$ cat config.mk
export PLATFORM = sky130hd
export DESIGN_NAME = ttcs_walker
export DESIGN_NICKNAME = d
export VERILOG_FILES = /design/src/rtl/core/ttcs_pkg.sv /design/src/rtl/core/ttcs_walker.sv
export SDC_FILE = /design/constraint.sdc
export NUM_CORES = 1
export LEC_CHECK = 0
export ABC_AREA = 1
export BUFFER_PORTS_ARGS = -buffer_cell sky130_fd_sc_hd__clkbuf_2
export CAP_MARGIN = 0
export CORE_MARGIN = 5
export CORE_UTILIZATION = 49
export CTS_CLUSTER_SIZE = 8
export DETAILED_ROUTE_END_ITERATION = 10
export GPL_TIMING_DRIVEN = 0
export HOLD_SLACK_MARGIN = 0.15
export MAX_ROUTING_LAYER = met4
export PLACE_DENSITY = 0.76
export RECOVER_POWER = 50
export SYNTH_ARGS = -nofsm -noshare
export SYNTH_HDL_FRONTEND = slang
export SYNTH_SLANG_ARGS = --single-unit
$ cat constraint.sdc
create_clock -name i_clk -period 1.4 [get_ports i_clk]
set_input_delay 0.28 -clock i_clk [delete_from_list [all_inputs] [get_ports i_clk]]
set_output_delay 0.28 -clock i_clk [all_outputs]
set_load 0.02 [all_outputs]
$ cat src/rtl/core/ttcs_pkg.sv
// shared types and constants for the text terminal cursor and scroll engine
`timescale 1ns / 1ps
`default_nettype none

package ttcs_pkg;

    // command codes
    localparam logic [1:0] CMD_PUT   = 2'd0;
    localparam logic [1:0] CMD_CLEAR = 2'd1;
    localparam logic [1:0] CMD_READ  = 2'd2;

    // character and cell constants
    localparam logic [7:0]  NEWLINE_CODE = 8'h0A;
    localparam logic [7:0]  SPACE_CODE   = 8'h20;
    localparam logic [15:0] BLANK_CELL   = 16'h0720;
    localparam logic [7:0]  ATTR_RESET   = 8'h07;
    localparam int          ROW_RESET    = 2;

    // control word for the shared index walker
    typedef struct packed {
        logic load;
        logic step;
    } t_walk_cmd;

endpackage

`default_nettype wire

$ cat src/rtl/core/ttcs_walker.sv
// shared index walker: one incrementer and one end compare for all sweeps
`timescale 1ns / 1ps
`default_nettype none

module ttcs_walker #(
    parameter int AW = 11,
    parameter int RESET_LIMIT = 1999
) (
    input  wire logic               i_clk,
    input  wire logic               i_rst_n,
    input  wire ttcs_pkg::t_walk_cmd i_cmd,
    input  wire logic [AW-1:0]      i_start_idx,
    input  wire logic [AW-1:0]      i_limit,
    output logic      [AW-1:0]      o_idx,
    output logic                    o_last
);

    logic [AW-1:0] r_idx, n_idx;
    logic [AW-1:0] r_limit, n_limit;

    // next index and limit
    always_comb begin
        n_idx   = r_idx;
        n_limit = r_limit;
        if (i_cmd.load) begin
            n_idx   = i_start_idx;
            n_limit = i_limit;
        end else if (i_cmd.step) begin
            n_idx = r_idx + AW'(1);
        end
    end

    // reset starts the power-up clearing sweep from zero
    always_ff @(posedge i_clk) begin
        if (!i_rst_n) begin
            r_idx   <= '0;
            r_limit <= AW'(RESET_LIMIT);
        end else begin
            r_idx   <= n_idx;
            r_limit <= n_limit;
        end
    end

    assign o_idx  = r_idx;
    assign o_last = (r_idx == r_limit);

endmodule

`default_nettype wire

==> impl_results.md, run 1 <==
* CTS Root Cell: clkbuf_4
* Clk slew on worst S/H paths at about 0.13 ns
* Dpl hpwl at 2216 µm
* Crit path max-delay family: flip-flops
* DR vias at about 1200
* Site row count at 17
* Non-Filler Cell Area, Final at roughly 0.0015 mm²
* Final Power at 1.338 mW
* H-Tree Depth at 1
* Asr flop ratio synth at 0%
* CP endpoint kind: output pin
* Initial DRC count at between 50 and 60
* Max_slew headroom at 72.45%
* Crit path max-delay cell type: dfxtp_4
* CP required at ~1.1 ns
* Syn avg cell area at about 7.2 µm²
* Routed len/inst at 12.81 µm
* Synthesized area at about 0.0012 mm²
* CTS tree: done
* Syn_nets at 190
* Hold buffer count at cts at 0
* First-pass GRT wire length at ~5100 µm
* Synthesized flop and latch total at 22
* PwrDens at 876.4 mW/mm²
* Yosys top cell by area: dfxtp_1
* Max Slew Vio Count at 0
* EDFF count, synth at 0
* DRT Wirelength at a little over 3000 µm
* Maximum VDD drop at roughly 670 µV
* Max Cap Viol at 0
* Detailed Routing Iterations Pass 1 at 4
* Vias per Instance at slightly above 5
* Buf/Inv on CP at 1
* Core area at ~0.0023 mm²
* Failing checks: negative setup slack
* Dpl cell area at between 0.001 and 0.0015 mm²
* Final WS setup at -0.2778 ns
* Die Height at roughly 59 µm
* Most common cell after layout, fill and taps aside: nand2_1
* Share of layout cells above drive strength 1 at ~33%
* Ys flop type: dfxtp_1
* RD Place Congestion at about 0.86
* Critical Path Max Stage Delay at 0.40 ns
* Antenna-violating nets left at 0
* Drt drc at 0
* Worst slew pin tran at 0.4132 ns
* Die ar. at ~0.0035 mm²
* Clk buf depth at 2
* I/O pin total at 38
* GRT Total Usage at approximately a fifth
* Die width at slightly below 60 µm
* Sequential-to-total area share from yosys stat at 37.37%
* Yosys top cell area share at between 30% and 40%
* Synth area leaders: dfxtp_1 37%, nand2_1 15%, nand3_1 8.9%
* Total number of yosys warnings at 0
* TNS Setup at -0.9713 ns
* CTS Buf Count at 3
* Status: finished, violations left
* Layout Nets at between 200 and 250
* GRT overflow at 0
* Final setup violation count at 7
* Most frequent cells in the layout: 48 x nand2_1, 35 x clkbuf_2, 21 x nand3_1, 13 x dfxtp_1, 11 x inv_1
* Max FO, Critical Path at 6
* Static leakage at 0.7158 nW
* Worst setup SP type: flop
* Area growth syn-to-layout at 29.51%
* Vias in the first global route at between 1000 and 1500
* Worst skew pair latency at between 0.3 and 0.4 ns
* Crit path DAT at 1.40 ns
* Post-synthesis cell count at approximately 160
* Final Critical Period at around 1.7 ns
* Initial antenna violation count at 0
* Largest net degree at the start of global routing at 13
* Worst hold path type: in2reg
* RSZ-0062 raised after global routing: yes
* CTS sink count at 22
* Period utilization at 119.8%
* # port buffers at 37
* Max Clock Skew at around 0.004 ns
* Crit path kind: reg2out
* Initial Util at between 50% and 60%
* FMAX at between 500 and 600 MHz
* Yosys cell types at 26
* CP cell instances: xor2_1, nor3_1, nand2_1, nor2_2, clkbuf_8
* Final Hold Vio Count at 0
* Pre-CTS WS at -0.03078 ns
* # diodes at 0
metal layers:
| metal | vias up | share of wire (%) | track usage (%) |
|---|---|---|---|
| met5 | - | 0 | - |
| met4 | 0 | 1.5 | 9.061 |
| met3 | 5 | 5.6 | 1.961 |
| met1 | 525 | 44 | 23.77 |
| li1 | 629 | - | - |
| met2 | 35 | 49 | 33.28 |
registers in the layout, indices dropped and copies added, names as in the netlist:
name and cells:
r_limit 11, o_idx 11
worst paths after layout:
kind	slack (ns)	depth (start not counted)	startpoint	to
setup reg to reg	-0.18	8	o_idx[0]	o_idx[10]
hold / removal	0.16	3	i_limit[2]	r_limit[2]
hold reg to reg	0.49	2	r_limit[6]	r_limit[6]
setup / recovery	-0.28	5	o_idx[3]	o_last
power breakdown:
| group | total (mW) | internal (mW) | switching, mW |
|---|---|---|---|
| sequential | 0.709 | 0.665 | 0.0441 |
| combinational | 0.265 | 0.116 | 0.150 |
| clock | 0.363 | 0.159 | 0.204 |
| total | 1.34 | 0.940 | 0.398 |
area by class of cell:
cell class | count | area [µm²]
clock buffers | 4 | 36.28
flip-flops and latches | 22 | 466.7
inverters | 12 | 47.55
plain buffers | 4 | 20.02
fillers | 216 | 728.2
multi-input cells | 125 | 694.4
well taps | 28 | 35.03
repair buffers | 42 | 226.5
worst min-delay path: cells and delay by family:
kind | cells | cell delay (ns)
buffers and inverters | 1 | 0.07
and+or+nand+nor | 2 | 0.10
cell usage after synthesis (2+ instances only):
cell,instances
nand2_1,48
dfxtp_1,22
nand3_1,21
inv_1,10
nor2_1,10
a21oi_1,8
xor2_1,8
a22oi_1,7
xnor2_1,4
nor2_4,3
o21ai_0,3
clkbuf_1,2
nand3_2,2
nor3_1,2
o21bai_1,2
repair_timing:
item,4_1_cts,5_1_grt
pin swaps,1,1
setup endpoints to repair,1,3
hold endpoints to repair,0,0
resized for setup,19,4
buffers inserted,5,0
cloned,0,0
per-stage QoR:
step,util [%],instances,hold WS (ns)
after floorplan,-,163,0.3776
after global placement,62.15,228,0.4608
after detailed placement,62.15,228,0.4662
after CTS,67.26,237,0.1568
after global routing,67.70,237,0.1624
final,67.70,237,0.1619
logic make-up (layout without fill, tap and decap cells):
group	after synthesis	after routing	share of synthesized area, %
simple gates	90	90	35.35
compound gates	22	22	11.57
fa+ha+maj	1	1	1.061
flops	22	22	37.37
xor+xnor	12	12	8.917
buf+inv	16	62	5.733
Note: power is estimated with default switching activity, not from simulation.
==> run 2, diff against run 1 <==
HOLD_SLACK_MARGIN = 0.1   (was 0.15)
REMOVE_ABC_BUFFERS = 1   (was unset)
==> impl_results.md, run 2 (same netlist as run 1, synthesis figures left out) <==
* Status: finished, violations left (unchanged)
* Failing checks: negative setup slack (unchanged)
* Vias per Instance at 5.134 (was 5.038)
* Clk buf depth at 2 (unchanged)
* First-pass GRT wire length at 4857 µm (was 5140 µm)
* GRT overflow at 0 (unchanged)
* CP required at 1.12 ns (about the same)
* Drt drc at 0 (unchanged)
* CTS Buf Count at 3 (unchanged)
* Most common cell after layout, fill and taps aside: nand2_1 (unchanged)
* Global-route track usage on met2 at 30.44% (was 33.28%)
* Worst hold path type: in2reg (unchanged)
* Routed len/inst at 12.61 µm (was 12.81 µm)
* CP cell instances: xor2_1, nor3_2, nand2_1, nor2_2, buf_6 (was xor2_1, nor3_1, nand2_1, nor2_2, clkbuf_8)
* FMAX at 587.2 MHz (was 596.0 MHz)
* Grt met1 use at 21.72% (was 23.77%)
* Critical Path Max Stage Delay at 0.39 ns (was 0.40 ns)
* Final WS setup at -0.3030 ns (was -0.2778 ns)
* Multi-input gate area at 695.7 µm² (was 694.4 µm²)
* Hold buffer count at cts at 0 (unchanged)
* Crit path max-delay cell type: dfxtp_2 (was dfxtp_4)
* # diodes at 0 (unchanged)
* Max FO, Critical Path at 7 (was 6)
* # placed instances at 224 (was 228)
* Worst skew pair latency at 0.31 ns (was 0.32 ns)
* Largest net degree at the start of global routing at 24 (was 13)
* Final Non-Filler Cells at 232 (was 237)
* M3 GR Usage at 3.704% (was 1.961%)
* Max Cap Viol at 0 (unchanged)
* Worst slew pin tran at 0.4775 ns (was 0.4132 ns)
* Site row count at 17 (unchanged)
* Die Height at 59.05 µm (unchanged)
* CTS sink count at 22 (unchanged)
* Dpl cell area at 0.001379 mm² (was 0.001401 mm²)
* Final setup violation count at 1 (was 7)
* Area growth syn-to-layout at 26.96% (was 29.51%)
* Non-Filler Cell Area, Final at 0.001496 mm² (was 0.001526 mm²)
* Antenna-violating nets left at 0 (unchanged)
* CTS Root Cell: clkbuf_4 (unchanged)
* Share of layout cells above drive strength 1 at 31.86% (was 32.54%)
* Max_slew headroom at 68.16% (was 72.45%)
* Die ar. at 0.003486 mm² (unchanged)
* PwrDens at 888.8 mW/mm² (was 876.4 mW/mm²)
* # port buffers at 37 (unchanged)
* CTS tree: done (unchanged)
* Most frequent cells in the layout: 49 x nand2_1, 36 x clkbuf_2, 21 x nand3_1, 14 x dfxtp_1, 11 x inv_1 (was 48 x nand2_1, 35 x clkbuf_2, 21 x nand3_1, 13 x dfxtp_1, 11 x inv_1)
* CP endpoint kind: output pin (unchanged)
* Most Used Layer, Global Route: met2 (unchanged)
* Detailed Routing Iterations Pass 1 at 5 (was 4)
* Initial antenna violation count at 0 (unchanged)
* FF/Latch Area at 460.4 µm² (was 466.7 µm²)
* Dpl hpwl at 2110 µm (was 2216 µm)
* RSZ-0062 raised after global routing: yes (unchanged)
* Maximum VDD drop at 611.5 µV (was 670.8 µV)
* Initial DRC count at 45 (was 57)
* Final Critical Period at 1.703 ns (was 1.678 ns)
* Crit path DAT at 1.42 ns (was 1.40 ns)
* Crit path kind: reg2out (unchanged)
* Fill count at 218 (was 216)
* FF-to-FF path depth at 8 (unchanged)
* Core area at 0.002255 mm² (unchanged)
* RD Place Congestion at 0.8122 (was 0.8627)
* H-Tree Depth at 1 (unchanged)
* DRT Wirelength at 2926 µm (was 3037 µm)
* Max Slew Vio Count at 0 (unchanged)
* Max Clock Skew at 0.007144 ns (was 0.004014 ns)
* Worst setup SP type: flop (unchanged)
* Clk slew on worst S/H paths at 0.13 ns (about the same)
* GRT Total Usage at 18.45% (was 19.81%)
* Die width at 59.05 µm (unchanged)
* I/O pin total at 38 (unchanged)
* Final Hold Vio Count at 0 (unchanged)
* Layout Nets at 232 (was 237)
* Hold Path Stages at 3 (unchanged)
* Initial Util at 52.28% (unchanged)
* Static leakage at 0.7112 nW (was 0.7158 nW)
* DR vias at 1191 (was 1194)
* Vias in the first global route at 1159 (was 1179)
* Period utilization at 121.6% (was 119.8%)
==> run 2: metal layers <==
metal	wire, µm	vias up	share of wire, %
met1	1300	532	44
met4	35	0	1.2
met3	155	4	5.3
li1	-	625	-
met5	0	-	0
met2	1434	30	49
==> run 2: path summary, 6_finish.rpt <==
path / from / to / slack [ns]
max reg2reg: o_idx[0] / o_idx[8] / 0.08
min reg2reg: r_limit[7] / r_limit[7] / 0.49
min: i_limit[10] / r_limit[10] / 0.17
max: o_idx[5] / o_last / -0.30
==> run 2: cell type report <==
type | count | area share [%]
Clock buffer | 4 | 2.425
Inverter | 12 | 3.177
Multi-Input combinational cell | 125 | 46.49
Sequential cell | 22 | 30.77
Tap cell | 28 | 2.341
Timing Repair Buffer | 41 | 14.80
==> run 2: metrics by stage <==
stage	utilization [%]	setup TNS (ns)	hold WS [ns]	power (mW)	setup WS, ns
3_5_place_dp	61.15	-0.2920	0.4641	0.9648	-0.07766
5_1_grt	66.37	-0.7168	0.1581	1.401	-0.3884
2_1_floorplan	-	-0.06528	0.3641	0.8643	-0.06528
3_3_place_gp	61.15	-0.09198	0.4592	0.9543	-0.02961
4_1_cts	64.54	-0.2959	0.1653	1.327	-0.2959
6_report	66.37	-0.3030	0.1661	1.330	-0.3030
==> run 2: critical path: cells and delay by family (launching register included) <==
kind	cells	cell delay, ns
and+or+nand+nor	3	0.40
DFF	1	0.39
xor gates and xnor gates	1	0.19
buffers and inverters	1	0.13
==> run 2: where the power goes <==
group	switching, mW	leakage [nW]	total (mW)	internal, mW
sequential	0.0505	0.187	0.718	0.667
combinational	0.141	0.504	0.255	0.114
clock	0.199	0.0210	0.357	0.159
==> run 2: repair_timing <==
action | 4_1_cts | 5_1_grt
gates resized for setup | 13 | 7
setup endpoints to repair | 2 | 3
buffers inserted | 2 | 2
pin swaps | 1 | 1
==> run 3, diff against run 2 <==
CORE_MARGIN = 8   (was 5)
==> impl_results.md, run 3 (same netlist as run 1, synthesis figures left out) <==
* FMAX at 596.4 MHz (was 587.2 MHz)
* Core area at 0.002255 mm² (unchanged)
* CTS Buf Count at 3 (unchanged)
* Failing checks: negative setup slack (unchanged)
* DRT Wirelength at 3000 µm (was 2926 µm)
* Die width at 65.05 µm (was 59.05 µm)
* Max Slew Vio Count at 0 (unchanged)
* CTS sink count at 22 (unchanged)
* # placed instances at 224 (unchanged)
* Detailed Routing Iterations Pass 1 at 4 (was 5)
* Vias per Instance at 5.268 (was 5.134)
* Die Height at 65.05 µm (was 59.05 µm)
* Worst skew pair latency at 0.30 ns (was 0.31 ns)
* Worst hold path type: in2reg (unchanged)
* Crit path DAT at 1.40 ns (was 1.42 ns)
* TNS Setup at -0.2768 ns (was -0.3030 ns)
* Area growth syn-to-layout at 26.01% (was 26.96%)
* Drt drc at 0 (unchanged)
* RSZ-0062 raised after global routing: yes (unchanged)
* Layout Nets at 232 (unchanged)
* Final WS setup at -0.2768 ns (was -0.3030 ns)
* Dpl cell area at 0.001379 mm² (unchanged)
* Crit path max-delay cell type: dfxtp_4 (was dfxtp_2)
* DR vias at 1217 (was 1191)
* Worst slew pin tran at 0.4994 ns (was 0.4775 ns)
* Final Critical Period at 1.677 ns (was 1.703 ns)
* Final setup violation count at 1 (unchanged)
* Static leakage at 0.6985 nW (was 0.7112 nW)
* Fin util at 65.87% (was 66.37%)
* Max FO, Critical Path at 5 (was 7)
* Most frequent cells in the layout: 48 x nand2_1, 36 x clkbuf_2, 21 x nand3_1, 12 x dfxtp_1, 11 x inv_1 (was 49 x nand2_1, 36 x clkbuf_2, 21 x nand3_1, 14 x dfxtp_1, 11 x inv_1)
* Final Power at 1.258 mW (was 1.330 mW)
* Die ar. at 0.004231 mm² (was 0.003486 mm²)
* Crit path kind: reg2out (unchanged)
* Final Non-Filler Cells at 231 (was 232)
* Vias in the first global route at 1129 (was 1159)
* Critical Path Max Stage Delay at 0.38 ns (was 0.39 ns)
* # diodes at 0 (unchanged)
* Initial DRC count at 71 (was 45)
* Status: finished, violations left (unchanged)
* Worst setup SP type: flop (unchanged)
* Non-Filler Cell Area, Final at 0.001485 mm² (was 0.001496 mm²)
* Hold WS at 0.1740 ns (was 0.1661 ns)
* H-Tree Depth at 1 (unchanged)
* Share of layout cells above drive strength 1 at 33.00% (was 31.86%)
* Dpl hpwl at 2177 µm (was 2110 µm)
* CTS Root Cell: clkbuf_4 (unchanged)
* GRT overflow at 0 (unchanged)
* Maximum VDD drop at 602.6 µV (was 611.5 µV)
* Pre-CTS WS at -0.06152 ns (was -0.07766 ns)
* Max Clock Skew at 0.001079 ns (was 0.007144 ns)
* Max_slew headroom at 66.71% (was 68.16%)
* CP required at 1.12 ns (about the same)
* Clk slew on worst S/H paths at 0.12 ns (was 0.13 ns)
* Period utilization at 119.8% (was 121.6%)
* CP cell instances: xor2_1, nor3_1, nand2_1, nor2_1, buf_4 (was xor2_1, nor3_2, nand2_1, nor2_2, buf_6)
* RD Place Congestion at 0.8706 (was 0.8122)
* PwrDens at 846.9 mW/mm² (was 888.8 mW/mm²)
* First-pass GRT wire length at 4961 µm (was 4857 µm)
* # port buffers at 37 (unchanged)
* CP endpoint kind: output pin (unchanged)
* Max Cap Viol at 0 (unchanged)
* Initial antenna violation count at 0 (unchanged)
* Largest net degree at the start of global routing at 24 (unchanged)
* I/O pin total at 38 (unchanged)
* Hold buffer count at cts at 0 (unchanged)
* Clk buf depth at 2 (unchanged)
* GRT Total Usage at 14.59% (was 18.45%)
* Antenna-violating nets left at 0 (unchanged)
* Site row count at 17 (unchanged)
* Routed len/inst at 12.99 µm (was 12.61 µm)
* Most common cell after layout, fill and taps aside: nand2_1 (unchanged)
* CTS tree: done (unchanged)
* Final Hold Vio Count at 0 (unchanged)
* Initial Util at 52.28% (unchanged)
run 3: changes by cell type in the layout (fill, tap and decap cells not counted), sizes merged:
cell    delta
clkbuf     -1
run 3: cell type report:
cell class,count,area [µm²]
clock buffers,3,22.52
inverters,12,47.55
flip-flops and latches,22,462.9
well taps,28,35.03
multi-input cells,125,695.7
fillers,224,769.5
repair buffers,41,221.5
run 3: path summary, 6_finish.rpt:
kind / endpoint / from / cells after the start / slack, ns
hold / removal: r_limit[10] / i_limit[10] / 3 / 0.17
setup / recovery: o_last / o_idx[3] / 5 / -0.28
hold reg to reg: r_limit[6] / r_limit[6] / 2 / 0.49
setup reg to reg: o_idx[10] / o_idx[1] / 8 / 0.12
run 3: metal layers:
metal / part of all wire (%) / vias to the layer above / GRT usage (%) / routed length [µm]
li1: - / 618 / - / -
met1: 45 / 555 / 17.54 / 1351
met2: 46 / 40 / 23.35 / 1389
met3: 7.8 / 4 / 3.265 / 233
met4: 0.90 / 0 / 5.177 / 27
met5: 0 / - / - / 0
run 3: report_power, final:
group	total [mW]	internal (mW)	switching, mW
sequential	0.715	0.668	0.0471
clock	0.285	0.100	0.185
combinational	0.258	0.114	0.144
total	1.26	0.882	0.376
run 3: timing repair:
action,CTS,global route
setup buffers,3,1
pin swaps,1,2
resized for setup,15,7
setup endpoints to repair,1,5
run 3: critical path: cells and delay by family (launching register included):
family,cells,cell delay (ns)
AND/OR/NAND/NOR,3,0.39
buffers and inverters,1,0.16
flip-flops,1,0.38
XOR/XNOR,1,0.16
